<file path="src/rgsa_pkg.sv">
// Package for the refcounted glyph slot allocator.
// Holds the beat structs, the table entry type, the status codes and sizing constants.
// No dependencies.
`default_nettype none
package rgsa_pkg;

	localparam int SLOTS_DEF = 8;

	localparam logic [3:0] NO_SLOT    = 4'd8;
	localparam logic [7:0] COUNT_FULL = 8'hFF;

	localparam logic [2:0] STAT_REUSED   = 3'd0;
	localparam logic [2:0] STAT_LOADED   = 3'd1;
	localparam logic [2:0] STAT_HELD     = 3'd2;
	localparam logic [2:0] STAT_CFULL    = 3'd3;
	localparam logic [2:0] STAT_TFULL    = 3'd4;
	localparam logic [2:0] STAT_RELEASED = 3'd5;
	localparam logic [2:0] STAT_BADREL   = 3'd6;

	localparam logic OP_ACQUIRE = 1'b0;
	localparam logic OP_RELEASE = 1'b1;

	typedef struct packed {
		logic        op;
		logic [15:0] pattern_id;
		logic [39:0] pattern_bits;
		logic [3:0]  held_slot;
	} req_t;

	typedef struct packed {
		logic [3:0] slot;
		logic [2:0] status;
		logic [2:0] row_index;
		logic [4:0] row_data;
		logic       upload;
		logic       last;
	} rsp_t;

	typedef struct packed {
		logic        valid;
		logic [15:0] pattern_id;
		logic [7:0]  refcount;
	} entry_t;

	localparam int ENTRY_W = $bits(entry_t);

endpackage
`default_nettype wire

</file>
<file path="src/rgsa_ram.sv">
// Generic single-port-write, single-port-read RAM with a registered read.
// Used for the slot table; no dependencies.
`default_nettype none
module rgsa_ram #(
	parameter int WIDTH = 8,
	parameter int DEPTH = 8,
	localparam int AW = (DEPTH > 1) ? $clog2(DEPTH) : 1
) (
	input  wire logic             clk,
	input  wire logic             we,
	input  wire logic [AW-1:0]    waddr,
	input  wire logic [WIDTH-1:0] wdata,
	input  wire logic [AW-1:0]    raddr,
	output logic      [WIDTH-1:0] rdata
);

	logic [WIDTH-1:0] mem [DEPTH];

	always_ff @(posedge clk) begin
		if (we) begin
			mem[waddr] <= wdata;
		end
		rdata <= mem[raddr];
	end

endmodule
`default_nettype wire

</file>
<file path="src/refcounted_glyph_slot_allocator.sv">
// Refcounted glyph slot allocator, top level; uses rgsa_pkg and rgsa_ram.
// Held-slot acquires and out-of-range releases answer from S_IDLE, releases from S_REL, other
// acquires after the S_SCAN sweep; a new glyph's first row, then 7 more beats, come from S_LOAD.
// Throughput: one request at a time; a lookup sweeps the slot RAM one entry per cycle.
// Reset clears the control state and the per-entry written flags at once, so
// unwritten entries read as empty; no clearing pass is needed.
`default_nettype none
module refcounted_glyph_slot_allocator
	import rgsa_pkg::*;
#(
	parameter int SLOTS = SLOTS_DEF
) (
	input  wire logic clk,
	input  wire logic arst_n,
	input  wire logic req_valid,
	output logic      req_stall,
	input  wire req_t req,
	output logic      rsp_valid,
	input  wire logic rsp_stall,
	output rsp_t      rsp
);

	localparam int SW = (SLOTS > 1) ? $clog2(SLOTS) : 1;
	localparam int CW = $clog2(SLOTS + 1);
	localparam logic [4:0]    SLOTS_V = 5'(SLOTS);
	localparam logic [CW-1:0] SCAN_END = CW'(SLOTS);
	localparam logic [SW-1:0] LAST_IDX = SW'(SLOTS - 1);

	localparam logic [2:0] S_IDLE   = 3'd0;
	localparam logic [2:0] S_REL    = 3'd1;
	localparam logic [2:0] S_SCAN   = 3'd2;
	localparam logic [2:0] S_DECIDE = 3'd3;
	localparam logic [2:0] S_LOAD   = 3'd4;

	logic [2:0]    state_q;
	logic [15:0]   pid_q;
	logic [39:0]   bits_q;
	logic [SW-1:0] held_q;
	logic [CW-1:0] scan_q;
	logic          chk_s1;
	logic [SW-1:0] idx_s1;
	logic          match_q;
	logic [SW-1:0] match_idx_q;
	logic [7:0]    match_cnt_q;
	logic          free_q;
	logic [SW-1:0] free_idx_q;
	logic [2:0]    row_q;
	logic [SLOTS-1:0] written_q;

	logic          out_valid_q;
	rsp_t          out_q;

	logic          we;
	logic [SW-1:0] waddr;
	entry_t        wdata;
	logic [SW-1:0] raddr;
	logic [ENTRY_W-1:0] rdata_raw;
	entry_t        rd;
	entry_t        cur;
	logic [SW-1:0] cur_idx;

	logic          accept;
	logic          out_free;
	logic          emit;
	rsp_t          emit_rsp;
	logic          held_in_range;

	rgsa_ram #(
		.WIDTH(ENTRY_W),
		.DEPTH(SLOTS)
	) u_table (
		.clk  (clk),
		.we   (we),
		.waddr(waddr),
		.wdata(wdata),
		.raddr(raddr),
		.rdata(rdata_raw)
	);

	assign rd = entry_t'(rdata_raw);

	assign req_stall = (state_q != S_IDLE) || out_valid_q;
	assign accept    = req_valid && !req_stall;
	assign out_free  = !out_valid_q || !rsp_stall;
	assign rsp_valid = out_valid_q;
	assign rsp       = out_q;

	assign held_in_range = ({1'b0, req.held_slot} < SLOTS_V);
	assign cur_idx = (state_q == S_REL) ? held_q : idx_s1;

	always_comb begin
		cur = rd;
		if (!written_q[cur_idx]) begin
			cur = '0;
		end
	end

	always_comb begin
		raddr = '0;
		case (state_q)
			S_IDLE: begin
				if (req.op == OP_RELEASE) begin
					raddr = req.held_slot[SW-1:0];
				end
			end
			S_REL:  raddr = held_q;
			S_SCAN: raddr = scan_q[SW-1:0];
			default: raddr = '0;
		endcase
	end

	always_comb begin
		emit     = 1'b0;
		emit_rsp = '0;
		we       = 1'b0;
		waddr    = '0;
		wdata    = '0;
		emit_rsp.slot = NO_SLOT;
		emit_rsp.last = 1'b1;
		case (state_q)
			S_IDLE: begin
				if (accept) begin
					if (req.op == OP_RELEASE && !held_in_range) begin
						emit            = 1'b1;
						emit_rsp.status = STAT_BADREL;
					end else if (req.op == OP_ACQUIRE && held_in_range) begin
						emit            = 1'b1;
						emit_rsp.slot   = req.held_slot;
						emit_rsp.status = STAT_HELD;
					end
				end
			end
			S_REL: begin
				if (out_free) begin
					emit = 1'b1;
					if (cur.refcount == '0) begin
						emit_rsp.status = STAT_BADREL;
					end else begin
						emit_rsp.status = STAT_RELEASED;
						we             = 1'b1;
						waddr          = held_q;
						wdata          = cur;
						wdata.refcount = cur.refcount - 8'd1;
					end
				end
			end
			S_DECIDE: begin
				if (out_free) begin
					if (match_q) begin
						emit = 1'b1;
						if (match_cnt_q == COUNT_FULL) begin
							emit_rsp.status = STAT_CFULL;
						end else begin
							emit_rsp.status  = STAT_REUSED;
							emit_rsp.slot    = 4'(match_idx_q);
							we               = 1'b1;
							waddr            = match_idx_q;
							wdata.valid      = 1'b1;
							wdata.pattern_id = pid_q;
							wdata.refcount   = match_cnt_q + 8'd1;
						end
					end else if (free_q) begin
						we               = 1'b1;
						waddr            = free_idx_q;
						wdata.valid      = 1'b1;
						wdata.pattern_id = pid_q;
						wdata.refcount   = 8'd1;
					end else begin
						emit            = 1'b1;
						emit_rsp.status = STAT_TFULL;
					end
				end
			end
			S_LOAD: begin
				if (out_free) begin
					emit               = 1'b1;
					emit_rsp.slot      = 4'(free_idx_q);
					emit_rsp.status    = STAT_LOADED;
					emit_rsp.row_index = row_q;
					emit_rsp.row_data  = bits_q[39:35];
					emit_rsp.upload    = 1'b1;
					emit_rsp.last      = (row_q == 3'd7);
				end
			end
			default: begin
				emit = 1'b0;
			end
		endcase
	end

	always_ff @(posedge clk or negedge arst_n) begin
		if (!arst_n) begin
			state_q     <= S_IDLE;
			out_valid_q <= 1'b0;
			chk_s1      <= 1'b0;
			written_q   <= '0;
		end else begin
			if (emit) begin
				out_valid_q <= 1'b1;
			end else if (!rsp_stall) begin
				out_valid_q <= 1'b0;
			end
			if (we) begin
				written_q[waddr] <= 1'b1;
			end
			case (state_q)
				S_IDLE: begin
					chk_s1 <= 1'b0;
					if (accept) begin
						if (req.op == OP_RELEASE) begin
							if (held_in_range) begin
								state_q <= S_REL;
							end
						end else if (!held_in_range) begin
							state_q <= S_SCAN;
							chk_s1  <= 1'b1;
						end
					end
				end
				S_REL: begin
					if (out_free) begin
						state_q <= S_IDLE;
					end
				end
				S_SCAN: begin
					chk_s1 <= (scan_q != SCAN_END);
					if (chk_s1 && idx_s1 == LAST_IDX) begin
						state_q <= S_DECIDE;
					end
				end
				S_DECIDE: begin
					if (out_free) begin
						state_q <= (match_q || !free_q) ? S_IDLE : S_LOAD;
					end
				end
				S_LOAD: begin
					if (out_free && row_q == 3'd7) begin
						state_q <= S_IDLE;
					end
				end
				default: begin
					state_q <= S_IDLE;
				end
			endcase
		end
	end

	always_ff @(posedge clk) begin
		if (emit) begin
			out_q <= emit_rsp;
		end
		case (state_q)
			S_IDLE: begin
				if (accept) begin
					pid_q   <= req.pattern_id;
					bits_q  <= req.pattern_bits;
					held_q  <= req.held_slot[SW-1:0];
					scan_q  <= CW'(1);
					idx_s1  <= '0;
					match_q <= 1'b0;
					free_q  <= 1'b0;
					row_q   <= '0;
				end
			end
			S_SCAN: begin
				if (scan_q != SCAN_END) begin
					idx_s1 <= scan_q[SW-1:0];
					scan_q <= scan_q + CW'(1);
				end
				if (chk_s1) begin
					if (!match_q && cur.valid && cur.pattern_id == pid_q) begin
						match_q     <= 1'b1;
						match_idx_q <= idx_s1;
						match_cnt_q <= cur.refcount;
					end
					if (!free_q && cur.refcount == '0) begin
						free_q     <= 1'b1;
						free_idx_q <= idx_s1;
					end
				end
			end
			S_LOAD: begin
				if (out_free) begin
					row_q  <= row_q + 3'd1;
					bits_q <= {bits_q[34:0], 5'd0};
				end
			end
			default: begin
				row_q <= row_q;
			end
		endcase
	end

endmodule
`default_nettype wire
</file>
<file path="config.mk">
export PLATFORM = sky130hd
export DESIGN_NAME = refcounted_glyph_slot_allocator
export DESIGN_NICKNAME = d
export VERILOG_FILES = /design/src/rgsa_pkg.sv /design/src/rgsa_ram.sv /design/src/refcounted_glyph_slot_allocator.sv
export SDC_FILE = /design/constraint.sdc
export NUM_CORES = 1
export LEC_CHECK = 0
export BUFFER_PORTS_ARGS = -buffer_cell sky130_fd_sc_hd__buf_2
export CAP_MARGIN = 20
export CORE_ASPECT_RATIO = 2
export CORE_MARGIN = 2
export CORE_UTILIZATION = 40
export DETAILED_ROUTE_END_ITERATION = 8
export SYNTH_ARGS = -nofsm -noshare
export SYNTH_HDL_FRONTEND = slang
export SYNTH_HIERARCHICAL = 1
export SYNTH_SLANG_ARGS = --single-unit
</file>
<file path="constraint.sdc">
create_clock -name clk -period 7.3 [get_ports clk]
set_input_delay 0.73 -clock clk [delete_from_list [all_inputs] [get_ports clk]]
set_output_delay 0.73 -clock clk [all_outputs]
set_load 0.03 [all_outputs]
</file>
======== Word-level counts from Yosys, hierarchy flattened ========
Memories as Yosys holds them, arrays and structs flattened. A register that Yosys moved wholly into a read port is not among the register bits.
Index checks and enable logic that the tools add are counted.
word-level totals
  input port bits ......................... 65
  memories kept ........................... 1
  bits in registers ....................... 115
  memory bits (writable) .................. 200
memory list
  name         depth  width  rd ports  clocked after Yosys merged registers in  write ports  line            RTL
  u_table.mem  8      25     1         1                                        1            rgsa_ram.sv:17  logic [WIDTH-1:0] mem [DEPTH];
operators by class
  add/sub/neg operators ................... 4
  bitwise logic cells ..................... 2
  mux-type cells .......................... 88
  reduce and logical (&&, ||, !) cells .... 33
  $lt $le $gt $ge ......................... 4
  equal/unequal tests ..................... 22
operators with widths
  operator                                                                      number
  25-bit 2-to-1 mux                                                             7
  40-bit 2-to-1 mux                                                             2
  40-bit one-hot mux with 2 select lines                                        1
  3-bit 2-to-1 mux                                                              24
  25-bit one-hot mux with 2 select lines                                        1
  1-bit 2-to-1 mux                                                              27
  7-bit 2-to-1 mux                                                              3
  4-bit 2-to-1 mux                                                              5
  2-bit inequality test, second input constant                                  10
  3-bit one-hot mux with 2 select lines                                         3
  17-bit 2-to-1 mux                                                             1
  16-bit equality test                                                          1
  3-bit one-hot mux with 5 select lines                                         1
  3-bit one-hot mux with 4 select lines                                         1
  4-bit one-hot mux with 3 select lines                                         1
  3-bit AND reduction                                                           4
  3-bit equality test, second input constant                                    3
  1-bit logical AND                                                             9
  3-bit one-hot mux with 3 select lines                                         1
  8-bit by 1-bit adder with 8-bit output, second input constant                 1
  8-bit equality test, second input constant                                    1
  8-bit zero test                                                               1
  3-bit by 4-bit less-than comparator with 1-bit output, second input constant  2
  8-bit OR                                                                      1
  26 further kinds                                                              42

======== Depth between registers and ports, before layout ========
  depth in word-level cells ............... 14
  gate-level depth with buffers ........... 16
  gate-level depth less buffers ........... 13

======== By module ========
Netlist, hierarchy kept.
modules (own cells, without submodules)
  module                           area an instance (um^2)  sequential area each (um^2)  times used  cells an instance
  rgsa_ram                         8261.7                   6506.2                       1           328
  refcounted_glyph_slot_allocator  5789.3                   3388.2                       1           524

======== Least setup slack after synthesis ========
Ideal clock, no wire load.
  path type ............................... reg-to-reg
  start point ............................. register state_q[1]
  end point ............................... memory u_table/mem[0][0] (netlist bit) (enable)
  buffers on the path ..................... 3
  period minus slack after synthesis ...... 5.355 ns
  data required time ...................... 6.862 ns
  setup slack ............................. 1.945 ns
  stages on the path, launching flop included .. 17
  arrival ................................. 4.916 ns
  cells stage by stage .................... dfrtp_1 buf_2 or3b_1 buf_6 mux2_4 a2111oi_4 nor2_2 buf_2 and2_1 nand2_1 ha_1 nor2_1 a31oi_4 o21a_1 inv_2 nand2b_1 nor3_1
between the ends
  elaborated cells between the ends (all ways) .. 15
  those cells by class .................... 2 x eq/ne; 12 x mux; 1 x reduce/logical
RTL lines
  what                                            line                                                                           RTL
  start, declared                                 refcounted_glyph_slot_allocator.sv:35                                          logic [2:0] state_q;
  start signal, assigned                          refcounted_glyph_slot_allocator.sv:233                                         state_q <= (match_q || !free_q) ? S_IDLE : S_LOAD;
  3-bit by 1-bit equality test with 1-bit output  refcounted_glyph_slot_allocator.sv:89, refcounted_glyph_slot_allocator.sv:120
  3-bit 2-to-1 mux                                refcounted_glyph_slot_allocator.sv:89                                          assign cur_idx = (state_q == S_REL) ? held_q : idx_s1;
  1-bit binary-select mux with 3-bit select       refcounted_glyph_slot_allocator.sv:93                                          if (!written_q[cur_idx]) begin
  1-bit 2-to-1 mux (not written as such)          refcounted_glyph_slot_allocator.sv:93
  25-bit 2-to-1 mux                               refcounted_glyph_slot_allocator.sv:93
  8-bit zero test                                 refcounted_glyph_slot_allocator.sv:136                                         if (cur.refcount == '0) begin
  3-bit 2-to-1 mux                                refcounted_glyph_slot_allocator.sv:136
  3-bit 2-to-1 mux                                refcounted_glyph_slot_allocator.sv:134                                         if (out_free) begin
  3-bit one-hot mux with 2 select lines (*)       refcounted_glyph_slot_allocator.sv:120                                         case (state_q)
  named net waddr[2]                              refcounted_glyph_slot_allocator.sv:54                                          logic [SW-1:0] waddr;
  end, declared                                   rgsa_ram.sv:17
The timed path passes the listed nets; every way through them passes the cells marked *. The select of a mux whose other input is x is not followed.

======== Worst setup path in the final report ========
  start point ............................. register state_q[1]
  end point ............................... memory u_table/mem[5][3] (netlist bit) (enable)
The elaborated chain is that of the path after synthesis.

==> summary.md <==
| Metric | Value |
|---|---|
| Outcome | `finished clean` |
| Nets | `1,023` |
| Crit path buf inv count | `2` |
| Pwr per Cell Area | `382.9 nW/µm²` |
| Slew @ Worst Pin | `1.098 ns` |
| Min cycle time layout | `4.877 ns` |
| Worst Path Arrival | `5.13 ns` |
| Antenna Diode Count | `0` |
| Row count | `97` |
| Ys Warns | `6` |
| Final worst-path cycle share | `0.6681` |
| Postcts setup bufs | `0` |
| Worst hold path type | `in -> async` |
| Main combinational cell family by area after synthesis | `multiplexers` |
| Die Span X | `136.5 µm` |
| Max Slew Vio Count | `0` |
| WL met3 | `1.062 mm` |
| Worst Path Required | `7.55 ns` |
| Compound-gate portion of the synthesized area | `0.04862` |
| Leakage | `5.834 nW` |
| Final Hold Viols | `0` |
| Largest net degree at the start of global routing | `51` |
| Util after Layout | `0.4575` |
| Crit path cell chain | `or3b_1 > a21oi_2 > a2111oi_2 > nor2_2 > and2_1 > nand2_1 > ha_1 > nor2_1 > a31oi_4 > o21a_1 > inv_2 > nand2_1 > nor2_2 > buf_4` |
| Most frequent cell after synthesis | `edfxtp_1` |
| DRT iter0 DRCs | `447` |
| Max Freq | `0.2050 GHz` |
| # DRC | `0` |
| Routed Antenna Nets | `0` |
| Detailed-placement wirelength estimate | `19.00 mm` |
| Place WS | `2.442 ns` |
| Critical path class | `reg -> reg` |
| Total wire length | `29.64 mm` |
| Via count | `7,497` |
| Startpoint types | `flop` |
| Syn nets | `927` |
| Vias in the first global route | `7,925` |
| Setup TNS | `0 ns` |
| Worst-path clk slew | `0.07 ns` |
| Core Area | `34,830 µm²` |
| WL met2 | `16.46 mm` |
| Post-Synthesis Cells | `852` |
| Uppermost layer routed | `met4` |
| Highest ir drop seen on vdd | `226.0 µV` |
| Die area | `36,730 µm²` |
| Post-synth top cells | `edfxtp_1, nand2_1, mux4_1, nor2_1, mux2_2` |
| DIE HEIGHT | `269.1 µm` |
| Final Setup Violations | `0` |
| Unrepaired setup endpoints after global routing | `no` |
| Post-synth cell types | `69` |
| Yosys top cell by area | `edfxtp_1` |
| PostCTS Resize Cnt | `0` |
| Synthesized flop and latch total | `340` |
| Avg Inst Size Synth | `16.49 µm²` |
| PortBufs | `83` |
| Clk buf depth | `3` |
| Post-synthesis mux area share | `0.1175` |
| Crit path largest cell delay | `0.63 ns` |
| Total track usage | `0.1639` |
| Share of the synthesized area in the top cell type | `0.6454` |
| Wire per inst | `20.93 µm` |
| Clock insertion delay at the later pin of the skew report | `0.57 ns` |
| Clk sinks | `340` |
| Simple-gate share of the synthesized area | `0.08326` |
| Post-Syn Area | `14,050 µm²` |
| Xor/xnor share of the synthesized area | `0.01745` |
| Hold WS | `0.07666 ns` |
| Adder-Cell Fraction of Synth Area | `0.008905` |
| Crit. End Element | `flop` |
| Final worst slack | `2.423 ns` |
| Sequential area share after synthesis | `0.7042` |
| Slowest-stage cell, CP | `nor2_2` |
| IO Pins | `84` |
| Area post-placement | `15,000 µm²` |
| RePlAce Congestion | `0.8898` |
| Slew headroom | `0.2675` |
| CTS tree | `yes` |
| Initial Utilization | `0.4034` |
| Max-cap viol count | `0` |
| Hold Buf Count CTS | `0` |
| First-pass GRT wire length | `44.84 mm` |
| Filler cells | `3,025` |
| Drt via density | `5.294` |
| Htree depth | `1` |
| Cts bufs inserted | `30` |
| Grt ovf | `0` |
| Max Clock Skew | `0.01260 ns` |
| Initial antenna violation count | `0` |
| Crit-path max FO | `17` |
| Pre-antenna DRT Iters | `5` |
| Syn-to-layout area delta | `13.41%` |
| CTS root buf | `clkbuf_16` |
| Setup slack, reg-to-reg | `2.42 ns` |
| M1 WL | `10.90 mm` |
| Number of flops mapped to enable cells by yosys | `302` |
| Share of cells above drive strength 1 | `0.2122` |
| Main synth FF type | `edfxtp_1` |
| Synth top area cells | `edfxtp_1, mux4_1, nand2_1, dfxtp_1, dfrtp_1` |
| Ys async rst share | `0.03824` |
| Family with the most delay on the worst path | `simple AND/OR/NAND/NOR gates` |
| Layout Cell Area excl Fill | `15,940 µm²` |
-- worst reg2reg max path: cells and delay by family, from the launching register on --
kind	cells	cell delay (ns)
buffers and inverters	2	0.52
DFF	1	0.57
and+or+nand+nor	7	2.34
adders and majority gates	1	0.28
AOI/OAI and AO/OA	4	0.85
-- path summary, 6_finish.rpt --
kind / startpoint / to / depth (start not counted)
worst max-delay path: state_q[1] / u_table/mem[5][3] / 14
worst max register to register: state_q[1] / u_table/mem[5][3] / 14
worst min register to register: bits_q[23] / bits_q[28] / 2
min in group clk: req[56] / pid_q[12] / 1
worst min-delay path: arst_n / chk_s1 / 1
max in group asynchronous: arst_n / written_q[7] / 1
-- layer usage --
layer | track usage | vias up
met4 | 0.07686 | 0
met5 | 0 | -
met1 | 0.1731 | 3733
met2 | 0.3153 | 182
li1 | - | 3505
met3 | 0.01993 | 77
-- metrics by stage --
stage,cells,total power [mW]
floorplan,852,4.155
global placement,1361,4.623
detailed placement,1361,4.649
CTS,1416,6.188
global route,1416,6.409
finish,1416,6.101
-- registers in the layout, summed over array words and instances (netlist names), 4 cells and up --
register / cells
bits_q: 40
u_table/rdata: 25
written_q: 8
u_table/mem: 200
rsp: 17
match_cnt_q: 8
pid_q: 16
scan_q: 4
-- layout make-up --
cell class / count / area (µm²) / area share
multi-input cells: 453 / 3928 / 0.2465
flip-flops and latches: 340 / 9894 / 0.6209
repair buffers: 99 / 535.5 / 0.03361
clock inverters: 10 / 82.58 / 0.005182
well taps: 445 / 556.8 / 0.03494
clock buffers: 45 / 848.3 / 0.05323
inverters: 24 / 90.09 / 0.005653
-- cells by family (layout without fill, tap and decap cells) --
group,count (synthesis),count (layout)
flip-flops,340,340
AND/OR/NAND/NOR,255,255
AO/OA/AOI/OAI,80,80
multiplexers,80,80
buffers and inverters,59,178
XOR/XNOR,28,28
adder cells (fa/ha/maj),10,10
-- report_power, final --
group | switching [mW] | total (mW) | internal (mW)
logic | 1.05 | 1.82 | 0.772
clock network | 0.683 | 1.52 | 0.838
registers | 0.172 | 2.76 | 2.59
total | 1.91 | 6.10 | 4.20
-- layout by cell type (no fill, tap or decap), drive strengths merged, types with 10 or more instances in the layout --
cell type  Yosys  routed
nand3         12      12
nor2          31      31
mux4          50      50
ha            10      10
buf           18      99
clkbuf        17      45
a22o          16      16
nand2        142     142
inv           24      25
edfxtp       302     302
dfrtp         13      13
mux2          27      27
and3          18      18
nor3          11      11
dfxtp         25      25
xor2          20      20
Note: power is estimated with default switching activity, not from simulation.
